===== config.mk =====
export PLATFORM = sky130hd
export DESIGN_NAME = e2r_cell
export DESIGN_NICKNAME = d
export VERILOG_FILES = /design/src/rtl/core/e2r_pkg.sv /design/src/rtl/core/e2r_cell.sv
export SDC_FILE = /design/constraint.sdc
export NUM_CORES = 1
export LEC_CHECK = 0
export ABC_AREA = 1
export BUFFER_PORTS_ARGS = -buffer_cell sky130_fd_sc_hd__buf_2
export CORE_MARGIN = 1.5
export CORE_UTILIZATION = 45
export DETAILED_ROUTE_END_ITERATION = 16
export PLACE_DENSITY = 0.66
export SLEW_MARGIN = 15
export SYNTH_ARGS = -nofsm -noshare
export SYNTH_HDL_FRONTEND = slang
export SYNTH_SLANG_ARGS = --single-unit

===== constraint.sdc =====
create_clock -name clock -period 2.49 [get_ports clock]
set_clock_uncertainty 0.1 [all_clocks]
set_input_delay 0 -clock clock [delete_from_list [all_inputs] [get_ports clock]]
set_output_delay 0 -clock clock [all_outputs]
set_load 0.02 [all_outputs]

===== src/rtl/core/e2r_pkg.sv =====
// Shared constants, types and the arctangent table of the Euler-to-rotation-matrix block.
package e2r_pkg;

   // Output format and pipeline shape.
   localparam int OUT_FRAC_BITS_DEF = 14;
   localparam int CORDIC_STEPS      = 20;
   localparam int MATRIX_STAGES     = 5;
   localparam int PIPE_DEPTH        = 1 + CORDIC_STEPS + MATRIX_STAGES;

   // Field and datapath widths.
   localparam int ANG_W = 16;
   localparam int OUT_W = 16;
   localparam int XY_W  = 33;
   localparam int Z_W   = 28;
   localparam int Q_W   = 32;
   localparam int P_W   = 64;

   // Angles in degrees with 6 fraction bits.
   localparam logic signed [ANG_W:0] DEG360 = 17'sd23040;
   localparam logic signed [ANG_W:0] DEG180 = 17'sd11520;
   localparam logic signed [ANG_W:0] DEG90  = 17'sd5760;

   // CORDIC gain and unity in Q30.
   localparam logic signed [XY_W-1:0] CORDIC_K_Q30 = 33'sd652032874;
   localparam logic signed [XY_W-1:0] ONE_Q30      = 33'sd1073741824;

   // State of one rotator lane.
   typedef struct packed {
      logic signed [XY_W-1:0] x;
      logic signed [XY_W-1:0] y;
      logic signed [Z_W-1:0]  z;
      logic                   neg_cos;
   } rot_type;

   // atan(2^-i) in degrees with 16 fraction bits.
   function automatic logic signed [Z_W-1:0] atan_deg(input int step);
      logic signed [Z_W-1:0] r;
      case (step)
         0:       r = 28'sd2949120;
         1:       r = 28'sd1740967;
         2:       r = 28'sd919879;
         3:       r = 28'sd466945;
         4:       r = 28'sd234379;
         5:       r = 28'sd117304;
         6:       r = 28'sd58666;
         7:       r = 28'sd29335;
         8:       r = 28'sd14668;
         9:       r = 28'sd7334;
         10:      r = 28'sd3667;
         11:      r = 28'sd1833;
         12:      r = 28'sd917;
         13:      r = 28'sd458;
         14:      r = 28'sd229;
         15:      r = 28'sd115;
         16:      r = 28'sd57;
         17:      r = 28'sd29;
         18:      r = 28'sd14;
         19:      r = 28'sd7;
         default: r = '0;
      endcase
      return r;
   endfunction

endpackage


===== src/rtl/core/e2r_cell.sv =====
// One CORDIC rotation cell: a single micro-rotation of one lane, registered.
module e2r_cell #(
   parameter int STEP = 0
) (
   input  logic             clock,
   input  logic             ld,
   input  e2r_pkg::rot_type rot_i,
   output e2r_pkg::rot_type rot_o
);

   logic signed [e2r_pkg::XY_W-1:0] dx;
   logic signed [e2r_pkg::XY_W-1:0] dy;
   e2r_pkg::rot_type                rot_in;
   e2r_pkg::rot_type                rot_ff;

   // Rotate toward zero residual angle using the old x and y.
   always_comb begin
      dx     = rot_i.x >>> STEP;
      dy     = rot_i.y >>> STEP;
      rot_in = rot_i;
      if (!rot_i.z[e2r_pkg::Z_W-1]) begin
         rot_in.x = rot_i.x - dy;
         rot_in.y = rot_i.y + dx;
         rot_in.z = rot_i.z - e2r_pkg::atan_deg(STEP);
      end else begin
         rot_in.x = rot_i.x + dy;
         rot_in.y = rot_i.y - dx;
         rot_in.z = rot_i.z + e2r_pkg::atan_deg(STEP);
      end
   end

   always_ff @(posedge clock) begin
      if (ld) begin
         rot_ff <= rot_in;
      end
   end

   assign rot_o = rot_ff;

endmodule


* Word level (Yosys, flattened, before mapping) *
Cells that the tools add are included.

storage, ports and cells
  register bits = 95
  word-level logic and storage cells = 10

cells by class
  muxes and demuxes = 1
  add/sub/neg operators = 5

operator list
  cell                                                                   number
  94-bit two-way mux                                                     1
  33-bit subtractor                                                      2
  33-bit adder                                                           1
  28-bit by 23-bit adder with 28-bit output, second input constant       1
  28-bit by 23-bit subtractor with 28-bit output, second input constant  1

* Logic depth before layout (Yosys ltp) *
  depth in word-level cells = 2
  depth in mapped cells = 17
  depth with buffers taken out = 16

* Worst setup path after synthesis *
No wires, ideal clock.

  path type = input port to flip-flop
  start point = input port rot_i[28] (netlist bit)
  end point = register rot_ff, in the netlist rot_o[24], data pin
  required time = 2.131 ns
  stages = 10
  library setup time = 0.259 ns
  path slack = 0.568 ns
  path buffers = 2
  data arrival time = 1.563 ns
  path through = clkbuf_1 -> clkinv_1 -> buf_2 -> ha_1 -> a21oi_1 -> o21ai_0 -> a21o_1 -> nand3_1 -> nand2_1 -> xor2_1

RTL lines
  what                    line            RTL
  start: declaration      e2r_cell.sv:7   input e2r_pkg::rot_type rot_i,
  end signal: assignment  e2r_cell.sv:34  rot_ff <= rot_in;
  end: declaration        e2r_cell.sv:14  e2r_pkg::rot_type rot_ff;

==> impl_metrics.sql <==
INSERT INTO impl_metrics (metric_group, metric, value, unit) VALUES
('timing', 'fmax', '0.427', 'GHz'),
('run', 'max_cap_violations', '0', ''),
('min_path', 'hold_path_class', 'in2reg', ''),
('timing', 'grt_setup_unrepaired', 'no', ''),
('worst_setup_path', 'worstPathArrival', '2.35', 'ns'),
('place', 'hpwlAfterDp', '31.0', 'mm'),
('timing', 'setup-violations-final', '0', ''),
('place', 'place_ws', '-0.0122', 'ns'),
('clock_tree', 'tritoncts_clock_tree', 'yes', ''),
('clock_tree', 'cts-root-to-sink-buffers', '2', ''),
('logic_synthesis', 'synth_sequential_area_ratio', '25.6', '%'),
('pwr', 'vdd.ir_drop.worst', '0.000360', 'V'),
('global_route', 'grt_first_pass_wirelength', '57.1', 'mm'),
('logic_synthesis', 'synthCells', '1773', ''),
('global_route', 'antenna_violations_before_repair', '0', ''),
('global_route', 'grt_pass1_vias', '10500', ''),
('finish', 'layout.cells.most_common_list', '644 x sky130_fd_sc_hd__nand2_1, 342 x sky130_fd_sc_hd__inv_1, 190 x sky130_fd_sc_hd__buf_2', ''),
('pwr', 'power_leakage', '7.27', 'nW'),
('die', 'fp.coreArea', '24200', 'um^2'),
('finish', 'syn2layout_area_growth', '16.4', '%'),
('clock_tree', 'cts-htree-levels', '3', ''),
('outcome', 'status', 'complete, no violations', ''),
('logic_synthesis', 'yosysWarningCount', '0', ''),
('pwr', 'power_density', '490', 'nW/um^2'),
('place', 'place_congestion', '0.948', ''),
('place', 'io_buffers', '191', ''),
('die', 'die_y', '160', 'um'),
('drt', 'routed_wl', '37.1', 'mm'),
('logic_synthesis', 'netlist_area', '11000', 'um^2'),
('logic_synthesis', 'synth_area_leaders', 'sky130_fd_sc_hd__edfxtp_1 26%, sky130_fd_sc_hd__nand2_1 22%, sky130_fd_sc_hd__ha_1 12%, sky130_fd_sc_hd__inv_1 12%, sky130_fd_sc_hd__nand3_1 7.7%', ''),
('worst_setup_path', 'start_kind', 'input pin', ''),
('die', 'die_x', '160', 'um'),
('clock_tree', 'worst_setup_hold_path_clk_slew', '0.07', 'ns'),
('timing', 'timing_hold_violations_final', '0', ''),
('drt', 'detail_route.wl_per_cell', '16.1', 'um'),
('worst_setup_path', 'setup.worst_path.end_class', 'flip-flop', ''),
('finish', 'mostFrequentLayoutCell', 'sky130_fd_sc_hd__nand2_1', ''),
('timing', 'tightestPinTransition', '0.794', 'ns'),
('worst_setup_path', 'critical_path.endpoint', 'rot_o[92]', ''),
('finish', 'layout_nets', '2181', ''),
('timing', 'post-route-worst-setup-slack', '0.147', 'ns'),
('global_route', 'gr-usage-all-layers', '29.1', '%'),
('finish', 'multi_input_comb_area', '6670', 'um^2'),
('place', 'placed_area', '12300', 'um^2'),
('timing', 'finalCritPeriodShare', '94.1', '%'),
('logic_synthesis', 'syn_nets', '1980', ''),
('worst_setup_path', 'worst_setup_path_startpoint', 'rot_i[62]', ''),
('logic_synthesis', 'yosys_register_bits', '94', ''),
('logic_synthesis', 'synth_cell_types', '35', ''),
('drt', 'drt-pass1-iter-count', '6', ''),
('logic_synthesis', 'synth_async_sr_flop_share', '0', '%'),
('clock_tree', 'post-cts-setup-buffers', '0', ''),
('global_route', 'grt_overflow_total', '0', ''),
('logic_synthesis', 'netlist.top_cell.by_area', 'sky130_fd_sc_hd__edfxtp_1', ''),
('timing', 'final_max_slew_viol_count', '0', ''),
('drt', 'routed-via-count', '11500', ''),
('logic_synthesis', 'yosys_most_used_dff', 'sky130_fd_sc_hd__edfxtp_1', ''),
('worst_setup_path', 'timing.setup.critical_path_class', 'in2reg', ''),
('clock_tree', 'numClockSinks', '94', ''),
('finish', 'seqCellArea', '2820', 'um^2'),
('die', 'row_count', '57', ''),
('logic_synthesis', 'synth_largest_type_area_fraction', '25.6', '%'),
('die', 'floorplan.initialDensity', '45.7', '%'),
('die', 'number_of_top_level_pins', '192', ''),
('finish', 'final_layout_size_suffix_gt1_share', '14.2', '%'),
('worst_setup_path', 'timing.critical_path.required', '2.50', 'ns'),
('clock_tree', 'ctsRootBufferMaster', 'sky130_fd_sc_hd__clkbuf_16', ''),
('finish', 'filler_cell_count', '2540', ''),
('worst_setup_path', 'critPathMaxFanout', '3', ''),
('global_route', 'grt_start_max_net_pins', '70', ''),
('timing', 'max-slew-margin-rel', '47.0', '%');
[power breakdown]
group	total [mW]	internal [mW]	leakage [nW]	switching (mW)
combinational	2.78	0.866	6.20	1.91
sequential	2.08	2.01	0.919	0.0670
clock	1.44	0.713	0.144	0.727
[how the worst min path moves through the flow]
stage | startpoint | end | depth (start not counted)
finish | rot_i[27] | rot_o[27] | 3
global route | rot_i[27] | rot_o[27] | 3
CTS | rot_i[27] | rot_o[27] | 3
detailed placement | rot_i[14] | rot_o[14] | 1
global placement | rot_i[13] | rot_o[13] | 1
floorplan | rot_i[0] | rot_o[0] | 0
[stage by stage]
| stage | power (mW) | setup TNS, ns | hold slack (ns) | instances | util, % |
|---|---|---|---|---|---|
| final | 6.30 | 0 | 0.0105 | 2303 | 53.2 |
| after global routing | 6.69 | 0 | 0.0196 | 2303 | 53.2 |
| after CTS | 6.28 | 0 | 0.000916 | 2303 | 53.0 |
| after detailed placement | 4.81 | -0.0122 | 0.0792 | 2267 | 51.0 |
| after global placement | 4.80 | -0.103 | 0.0770 | 2267 | 51.0 |
| after floorplan | 3.87 | 0 | -0.00113 | 1773 | - |
[per-layer routing]
metal  vias up  track usage, %  routed length [um]
met2       499            43.3               15100
li1       5890               -                   -
met4         0            7.16                 735
met1      5074            44.0               18000
met5         -               0                   0
met3        47            4.18                3320
[worst max-delay path: stages]
cell                            delay, ns
sky130_fd_sc_hd__dlygate4sd3_1       0.53
sky130_fd_sc_hd__buf_2               0.14
sky130_fd_sc_hd__ha_1                0.21
sky130_fd_sc_hd__fa_1                0.41
sky130_fd_sc_hd__nand2_1             0.10
sky130_fd_sc_hd__nand2_1             0.10
sky130_fd_sc_hd__nand3_1             0.09
sky130_fd_sc_hd__nand2_1             0.13
sky130_fd_sc_hd__nand2_1             0.13
sky130_fd_sc_hd__nand3_2             0.14
sky130_fd_sc_hd__nand2_2             0.10
sky130_fd_sc_hd__nand3_1             0.10
sky130_fd_sc_hd__nand3_1             0.12
sky130_fd_sc_hd__nand2_1             0.06
[final cells by class]
| class | count | share of cell area [%] |
|---|---|---|
| multi-input combinational | 1285 | 51.9 |
| sequential | 94 | 22.0 |
| timing repair buffer | 234 | 10.5 |
| inverter | 350 | 10.2 |
| tap | 324 | 3.15 |
| clock buffer | 9 | 1.75 |
| clock inverter | 7 | 0.584 |
[Yosys cell counts, drive strengths merged, types with 4 or more instances]
cell,number
a21oi,82
inv,349
nand3,170
o22ai,4
ha,106
xor2,32
buf,35
fa,4
o21ai,39
nand4,17
a31oi,4
nor3,13
nor2,123
nand2,666
clkbuf,9
o21bai,14
edfxtp,94
[cells by family (layout without fill, tap and decap cells)]
family                     count (synthesis)  after routing  synth area share (%)
and+or+nand+nor                          993            993                  37.4
buffers and inverters                    394            600                  14.4
AOI/OAI and AO/OA                        149            149                  7.29
adders and majority gates                110            110                  12.7
DFF                                       94             94                  25.6
xor gates and xnor gates                  33             33                  2.62
[repair_timing]
action / CTS / global route
endpoints found under the hold margin: 20 / 0
gates resized for setup: 0 / 10
setup endpoints to repair: 0 / 16
hold buffers: 20 / 0
Power figures use the tool's default switching activity.
