==> src/rtl/core/e2r_pkg.sv <==
// Shared constants, types and the arctangent table of the Euler-to-rotation-matrix block.
package e2r_pkg;

   // Output format and pipeline shape.
   localparam int OUT_FRAC_BITS_DEF = 14;
   localparam int CORDIC_STEPS      = 20;
   localparam int MATRIX_STAGES     = 5;
   localparam int PIPE_DEPTH        = 1 + CORDIC_STEPS + MATRIX_STAGES;

   // Field and datapath widths.
   localparam int ANG_W = 16;
   localparam int OUT_W = 16;
   localparam int XY_W  = 33;
   localparam int Z_W   = 28;
   localparam int Q_W   = 32;
   localparam int P_W   = 64;

   // Angles in degrees with 6 fraction bits.
   localparam logic signed [ANG_W:0] DEG360 = 17'sd23040;
   localparam logic signed [ANG_W:0] DEG180 = 17'sd11520;
   localparam logic signed [ANG_W:0] DEG90  = 17'sd5760;

   // CORDIC gain and unity in Q30.
   localparam logic signed [XY_W-1:0] CORDIC_K_Q30 = 33'sd652032874;
   localparam logic signed [XY_W-1:0] ONE_Q30      = 33'sd1073741824;

   // State of one rotator lane.
   typedef struct packed {
      logic signed [XY_W-1:0] x;
      logic signed [XY_W-1:0] y;
      logic signed [Z_W-1:0]  z;
      logic                   neg_cos;
   } rot_type;

   // atan(2^-i) in degrees with 16 fraction bits.
   function automatic logic signed [Z_W-1:0] atan_deg(input int step);
      logic signed [Z_W-1:0] r;
      case (step)
         0:       r = 28'sd2949120;
         1:       r = 28'sd1740967;
         2:       r = 28'sd919879;
         3:       r = 28'sd466945;
         4:       r = 28'sd234379;
         5:       r = 28'sd117304;
         6:       r = 28'sd58666;
         7:       r = 28'sd29335;
         8:       r = 28'sd14668;
         9:       r = 28'sd7334;
         10:      r = 28'sd3667;
         11:      r = 28'sd1833;
         12:      r = 28'sd917;
         13:      r = 28'sd458;
         14:      r = 28'sd229;
         15:      r = 28'sd115;
         16:      r = 28'sd57;
         17:      r = 28'sd29;
         18:      r = 28'sd14;
         19:      r = 28'sd7;
         default: r = '0;
      endcase
      return r;
   endfunction

endpackage

==> src/rtl/core/e2r_reduce.sv <==
// Angle reduction into [-90, 90] degrees and CORDIC start values for one lane.
module e2r_reduce (
   input  logic                             clock,
   input  logic                             ld,
   input  logic signed [e2r_pkg::ANG_W-1:0] angle,
   output e2r_pkg::rot_type                 rot
);

   logic signed [e2r_pkg::ANG_W:0] a_wrap;
   logic signed [e2r_pkg::ANG_W:0] a_fold;
   logic                           neg_cos;
   e2r_pkg::rot_type               rot_in;
   e2r_pkg::rot_type               rot_ff;

   // Wrap into [-180, 180) and fold into [-90, 90], flipping cosine on a fold.
   always_comb begin
      a_wrap = (e2r_pkg::ANG_W+1)'(angle);
      if (a_wrap >= e2r_pkg::DEG180) begin
         a_wrap = a_wrap - e2r_pkg::DEG360;
      end else if (a_wrap < -e2r_pkg::DEG180) begin
         a_wrap = a_wrap + e2r_pkg::DEG360;
      end
      a_fold  = a_wrap;
      neg_cos = 1'b0;
      if (a_wrap > e2r_pkg::DEG90) begin
         a_fold  = e2r_pkg::DEG180 - a_wrap;
         neg_cos = 1'b1;
      end else if (a_wrap < -e2r_pkg::DEG90) begin
         a_fold  = -e2r_pkg::DEG180 - a_wrap;
         neg_cos = 1'b1;
      end
      rot_in.x       = e2r_pkg::CORDIC_K_Q30;
      rot_in.y       = '0;
      rot_in.z       = {{(e2r_pkg::Z_W-e2r_pkg::ANG_W-11){a_fold[e2r_pkg::ANG_W]}},
                        a_fold, 10'b0};
      rot_in.neg_cos = neg_cos;
   end

   always_ff @(posedge clock) begin
      if (ld) begin
         rot_ff <= rot_in;
      end
   end

   assign rot = rot_ff;

endmodule

==> config.mk <==
export PLATFORM = sky130hd
export DESIGN_NAME = e2r_reduce
export DESIGN_NICKNAME = d
export VERILOG_FILES = /design/src/rtl/core/e2r_pkg.sv /design/src/rtl/core/e2r_reduce.sv
export SDC_FILE = /design/constraint.sdc
export NUM_CORES = 1
export LEC_CHECK = 0
export ABC_AREA = 1
export ABC_CLOCK_PERIOD_IN_PS = 3190
export BUFFER_PORTS_ARGS = -buffer_cell sky130_fd_sc_hd__buf_2
export CAP_MARGIN = 20
export CORE_AREA = 8 8 106 108
export DETAILED_ROUTE_END_ITERATION = 7
export DIE_AREA = 0 0 114 116
export PLACE_DENSITY = 0.56
export SLEW_MARGIN = 5
export SYNTH_ARGS = -nofsm -noshare
export SYNTH_HDL_FRONTEND = slang
export SYNTH_SLANG_ARGS = --single-unit
export TNS_END_PERCENT = 1
==> constraint.sdc <==
create_clock -name clock -period 3.19 [get_ports clock]
set_input_delay 0 -clock clock [delete_from_list [all_inputs] [get_ports clock]]
set_output_delay 0 -clock clock [all_outputs]
set_load 0.1 [all_outputs]
# Word level (Yosys, flattened, before mapping)
# Cells that the tools add are included.
dict set report word_totals {
  out_inout_bits 95
  regBits 18
  wordCells 15
}
dict set report op_classes {
  magnitude_cmp 4
  addsub 4
  muxes 5
}
# op count
set op_table {}
lappend op_table {{2-to-1 mux 17 bit} 4}
lappend op_table {{subtractor 15 x 17 -> 17 bit, first input constant} 2}
lappend op_table {{adder 16 x 16 -> 17 bit, second input constant} 1}
lappend op_table {{greater-than comparator 17 x 14 -> 1 bit, second input constant} 1}
lappend op_table {{less-than comparator 17 x 14 -> 1 bit, second input constant} 1}
lappend op_table {{subtractor 16 x 16 -> 17 bit, second input constant} 1}
lappend op_table {{>= comparator 16 x 15 -> 1 bit, second input constant} 1}
lappend op_table {{less-than comparator 16 x 15 -> 1 bit, second input constant} 1}
lappend op_table {{2-to-1 mux 1 bit} 1}

# Logic depth before layout (Yosys ltp)
dict set report depth {
  word_depth 6
  mapped_depth 19
  ltp_nobuf 18
}

# Worst setup path before layout
# Ideal clock, no wire load.
dict set report synth_timing {
  path_type {input -> register}
  startpoint {in angle[15] (netlist name)}
  endpoint {reg rot_ff (netlist bit rot[17]), data pin}
  arrival_ns 1.559
  cell_stages 13
  setup_ns 0.253
  path_slack_ns 1.379
  cell_sequence {buf_4 nand3_1 a21boi_2 nand2_1 o22ai_4 inv_2 nor2_1 nand2_2 nand2_4 nand2_4 buf_6 nand3b_1 nand2_1}
}
dict set report synth_between {
  elab_chain_cells 6
  elab_cells_between_ends 12
  classes_between {4 x add/sub; 4 x order compare; 4 x mux}
}
# element line
set synth_lines {}
lappend synth_lines {{start: declaration} e2r_reduce.sv:5} ;# input logic signed [e2r_pkg::ANG_W-1:0] angle,
lappend synth_lines {{less-than comparator 16 x 15 -> 1 bit / adder 16 x 16 -> 17 bit (equally long branches)} {e2r_reduce.sv:20, e2r_reduce.sv:21}}
lappend synth_lines {{2-to-1 mux 17 bit} e2r_reduce.sv:20} ;# end else if (a_wrap < -e2r_pkg::DEG180) begin
lappend synth_lines {{2-to-1 mux 17 bit *} e2r_reduce.sv:18} ;# if (a_wrap >= e2r_pkg::DEG180) begin
lappend synth_lines {{subtractor 15 x 17 -> 17 bit / less-than comparator 17 x 14 -> 1 bit (equally long branches)} {e2r_reduce.sv:29, e2r_reduce.sv:28}}
lappend synth_lines {{2-to-1 mux 17 bit} e2r_reduce.sv:28} ;# end else if (a_wrap < -e2r_pkg::DEG90) begin
lappend synth_lines {{2-to-1 mux 17 bit *} e2r_reduce.sv:25} ;# if (a_wrap > e2r_pkg::DEG90) begin
lappend synth_lines {{net a_fold (one bit)} e2r_reduce.sv:10} ;# logic signed [e2r_pkg::ANG_W:0] a_fold;
lappend synth_lines {{end signal: assignment} e2r_reduce.sv:41} ;# rot_ff <= rot_in;
lappend synth_lines {{end: declaration} e2r_reduce.sv:13} ;# e2r_pkg::rot_type rot_ff;
# The timed path passes the listed nets; every way through them passes the cells marked *.
# A chain may end at the register's enable or synchronous reset.

# Worst setup path in the final report
dict set report layout_timing {
  startpoint {in angle[0] (netlist name)}
  endpoint {reg rot_ff (netlist bit rot[21]), data pin}
}
dict set report layout_between {
  elab_chain_cells 6
  elab_cells_between_ends 12
  classes_between {4 x add/sub; 4 x order compare; 4 x mux}
}
# element line
set layout_lines {}
lappend layout_lines {{adder 16 x 16 -> 17 bit / less-than comparator 16 x 15 -> 1 bit (equally long branches)} {e2r_reduce.sv:21, e2r_reduce.sv:20}}
lappend layout_lines {{2-to-1 mux 17 bit} e2r_reduce.sv:20}
lappend layout_lines {{2-to-1 mux 17 bit *} e2r_reduce.sv:18}
lappend layout_lines {{subtractor 15 x 17 -> 17 bit / less-than comparator 17 x 14 -> 1 bit (equally long branches)} {e2r_reduce.sv:29, e2r_reduce.sv:28}}
lappend layout_lines {{2-to-1 mux 17 bit} e2r_reduce.sv:28}
lappend layout_lines {{2-to-1 mux 17 bit *} e2r_reduce.sv:25}
lappend layout_lines {{net a_fold (one bit)} e2r_reduce.sv:10}
# Marks and branches as above.

==> results.json <==
{
  "status": "finished clean",
  "area_growth_pct": 3.33,
  "rsz0062_at_grt": "no",
  "cts-buffers-inserted": 3,
  "worstSetupStartpoint": "angle[0]",
  "wl_mm": 4.84,
  "yosysWarnings": 0,
  "final_cell_area_um2": 2330,
  "crit_arrival_ps": 2400,
  "p_switching_w": 0.000922,
  "rows": 36,
  "fillers": 1086,
  "use_met1_pct": 8.55,
  "wl_per_cell_um": 9.74,
  "worstHoldStart": "angle[2]",
  "dp_hpwl_mm": 4.23,
  "grt.overflow.total": 0,
  "setup_ws_ps": 787,
  "whs_path_depth": 3,
  "routabilityCongestion": 0.846,
  "yosysTopAreaCell": "buf_4",
  "synthArstFlopShare_pct": 0,
  "synth_common_cells": "nand2_1 (103), buf_4 (79), nand3_1 (25)",
  "seq_area_frac_synth_pct": 24.0,
  "path_cells": "dlygate4sd3_1 -> buf_2 -> inv_1 -> ha_1 -> inv_1 -> nor3_1 -> nand2_1 -> o21ai_0 -> nand2_1 -> nand2_1 -> nand2_1 -> nand3_1 -> nand2_2 -> nand2_4 -> inv_1 -> nand2_1 -> nand2_1 -> nand2_1 -> nand2_1",
  "finalHoldViolations": 0,
  "final.setup.tns_ps": 0,
  "grt_pass1_wl_mm": 8.27,
  "ys_seq_elements": 18,
  "cp_max_fo": 6,
  "clock_power_share_pct": 10.7,
  "grt_pass1_vias": 1986,
  "synth_enable_flop_cells": 18,
  "fmax_mhz": 416,
  "ios": 113,
  "cts.clk_slew.worst_paths_ps": 60,
  "antenna_found_initial": 1,
  "crit_top_cell": "nand2_1",
  "port_buffers": 36,
  "critical_path_class": "primary input to register",
  "synth_cells": 329,
  "synthesis.area_um2": 2260,
  "drc_errors": 0,
  "core_um2": 9550,
  "synth_ff_type": "edfxtp_1",
  "dpl-instance-area_um2": 2280,
  "ctsLongestPathBuffers": 2,
  "clock_sinks": 18,
  "maxSlewViolCount": 0,
  "grt_util_all_layers_pct": 7.31,
  "p_sw_share_pct": 64.5,
  "start_util_pct": 23.6,
  "grt_max_degree": 19,
  "ys_types": 29,
  "ctsResizeCount": 0,
  "required_ps": 3190,
  "yosysMostFrequentCell": "nand2_1",
  "synth_top_cell_area_share_pct": 26.3,
  "max_stage_delay_ps": 530,
  "drive_gt1_share_pct": 16.5,
  "htree_levels": 1,
  "min_period_ps": 2400,
  "synth_area_leaders": "buf_4 (26%), edfxtp_1 (24%), nand2_1 (17%), nand3_1 (5.5%), inv_1 (3.8%)",
  "min_path_type": "primary input to register",
  "p_seq_share_pct": 22.1,
  "power_density_nw_per_um2": 613,
  "first_iter_violations": 106,
  "multi_input_area_um2": 1290,
  "cp-end-kind": "register",
  "syn_area_per_cell_um2": 6.86,
  "fin_crit_sh_pct": 75.3,
  "whs_endpoint": "rot[13]",
  "cp_slowest_cell": "dlygate4sd3_1",
  "num_antenna_cells": 0,
  "gr-usage-met3_pct": 1.93,
  "grt_busiest_layer": "met2",
  "chipHeight_um": 116,
  "crit_buf_inv": 5,
  "seq_area_um2": 541,
  "peakVddDrop_mv": 0.184,
  "root_buffer": "clkbuf_8",
  "largest_register_ffs": 18,
  "route.antenna.remaining_nets": 0,
  "grtUsageMet2_pct": 12.5,
  "setup_viol": 0,
  "whs_ps": 71.4,
  "p_leak_nw": 1.26,
  "vias": 1889,
  "pwr-share-comb_pct": 67.1,
  "die_w_um": 114,
  "intPower_w": 0.000506,
  "routed_via_density": 3.80,
  "firstDrtPassIters": 4,
  "maxCapViolations": 0,
  "tritoncts": "done",
  "startpoint_type": "primary input",
  "die_area_um2": 13200,
  "layout.nets": 386,
  "path_delay_family": "simple AND/OR/NAND/NOR gates",
  "dp_worst_setup_slack_ps": 1030
}
## layout by cell type, fill, tap and decap left out, types with 2 or more instances in the layout
cell      count
xor2_1        3
inv_2         3
nand3b_1      7
a21oi_1       7
nand2_4       4
or2_2         2
nand4_1       6
nor2_1       12
clkinv_1      2
clkbuf_8      3
nand2_1     103
buf_2        36
inv_1        23
nor3_1        5
nand3_1      25
nand2_2       7
o21ai_0       9
ha_1          3
edfxtp_1     18
conb_1       76
## power groups by stage
stage	Clock, W	Combinational (W)	Sequential (W)
after floorplan	0	0.000677	0.000587
after global placement	0	0.000954	0.000321
after detailed placement	0	0.000955	0.000321
after CTS	0.000158	0.000957	0.000317
after global routing	0.000169	0.00101	0.000320
final	0.000153	0.000959	0.000316
## worst max-delay path by stage
stage / slack (ps) / to / cells after the start
after floorplan: 1380 / rot[17] / 13
after global placement: 1070 / rot[21] / 18
after detailed placement: 1030 / rot[21] / 18
after CTS: 770 / rot[21] / 19
after global routing: 430 / rot[21] / 19
final: 790 / rot[21] / 19
## through the flow
step                total power, W  cells  utilization [%]
global route               0.00150    497             24.4
finish                     0.00143    497             24.4
global placement           0.00127    492             23.8
floorplan                  0.00126    403                -
detailed placement         0.00128    492             23.8
CTS                        0.00143    497             24.4
## logic make-up (layout without fill, tap and decap cells)
group | Yosys count | count (layout) | synth area share (%)
AO/OA/AOI/OAI | 21 | 21 | 5.93
XOR/XNOR | 4 | 4 | 1.55
adder cells (fa/ha/maj) | 3 | 3 | 1.66
buffers and inverters | 107 | 68 | 31.3
flip-flops | 18 | 18 | 24.0
other | 2 | 76 | 0.333
AND/OR/NAND/NOR | 174 | 174 | 35.3
## final cells by class
class	instances	share of cell area, %
multi-input cells	278	55.2
flip-flops and latches	18	23.2
repair buffers	37	8.16
well taps	133	7.14
inverters	27	4.35
clock buffers	3	1.77
clock inverters	1	0.161
## layer usage
layer  routed length (um)  part of all wire (%)
met2                 2130                    44
met1                 2240                    46
met3                  405                   8.4
met5                    8                  0.17
met4                   62                   1.3
## repair_timing
item	4_1_cts	5_1_grt
endpoints found under the hold margin	1	0
setup buffers	0	0
hold buffers	1	0
No activity file was read; power rests on OpenSTA's default activity.
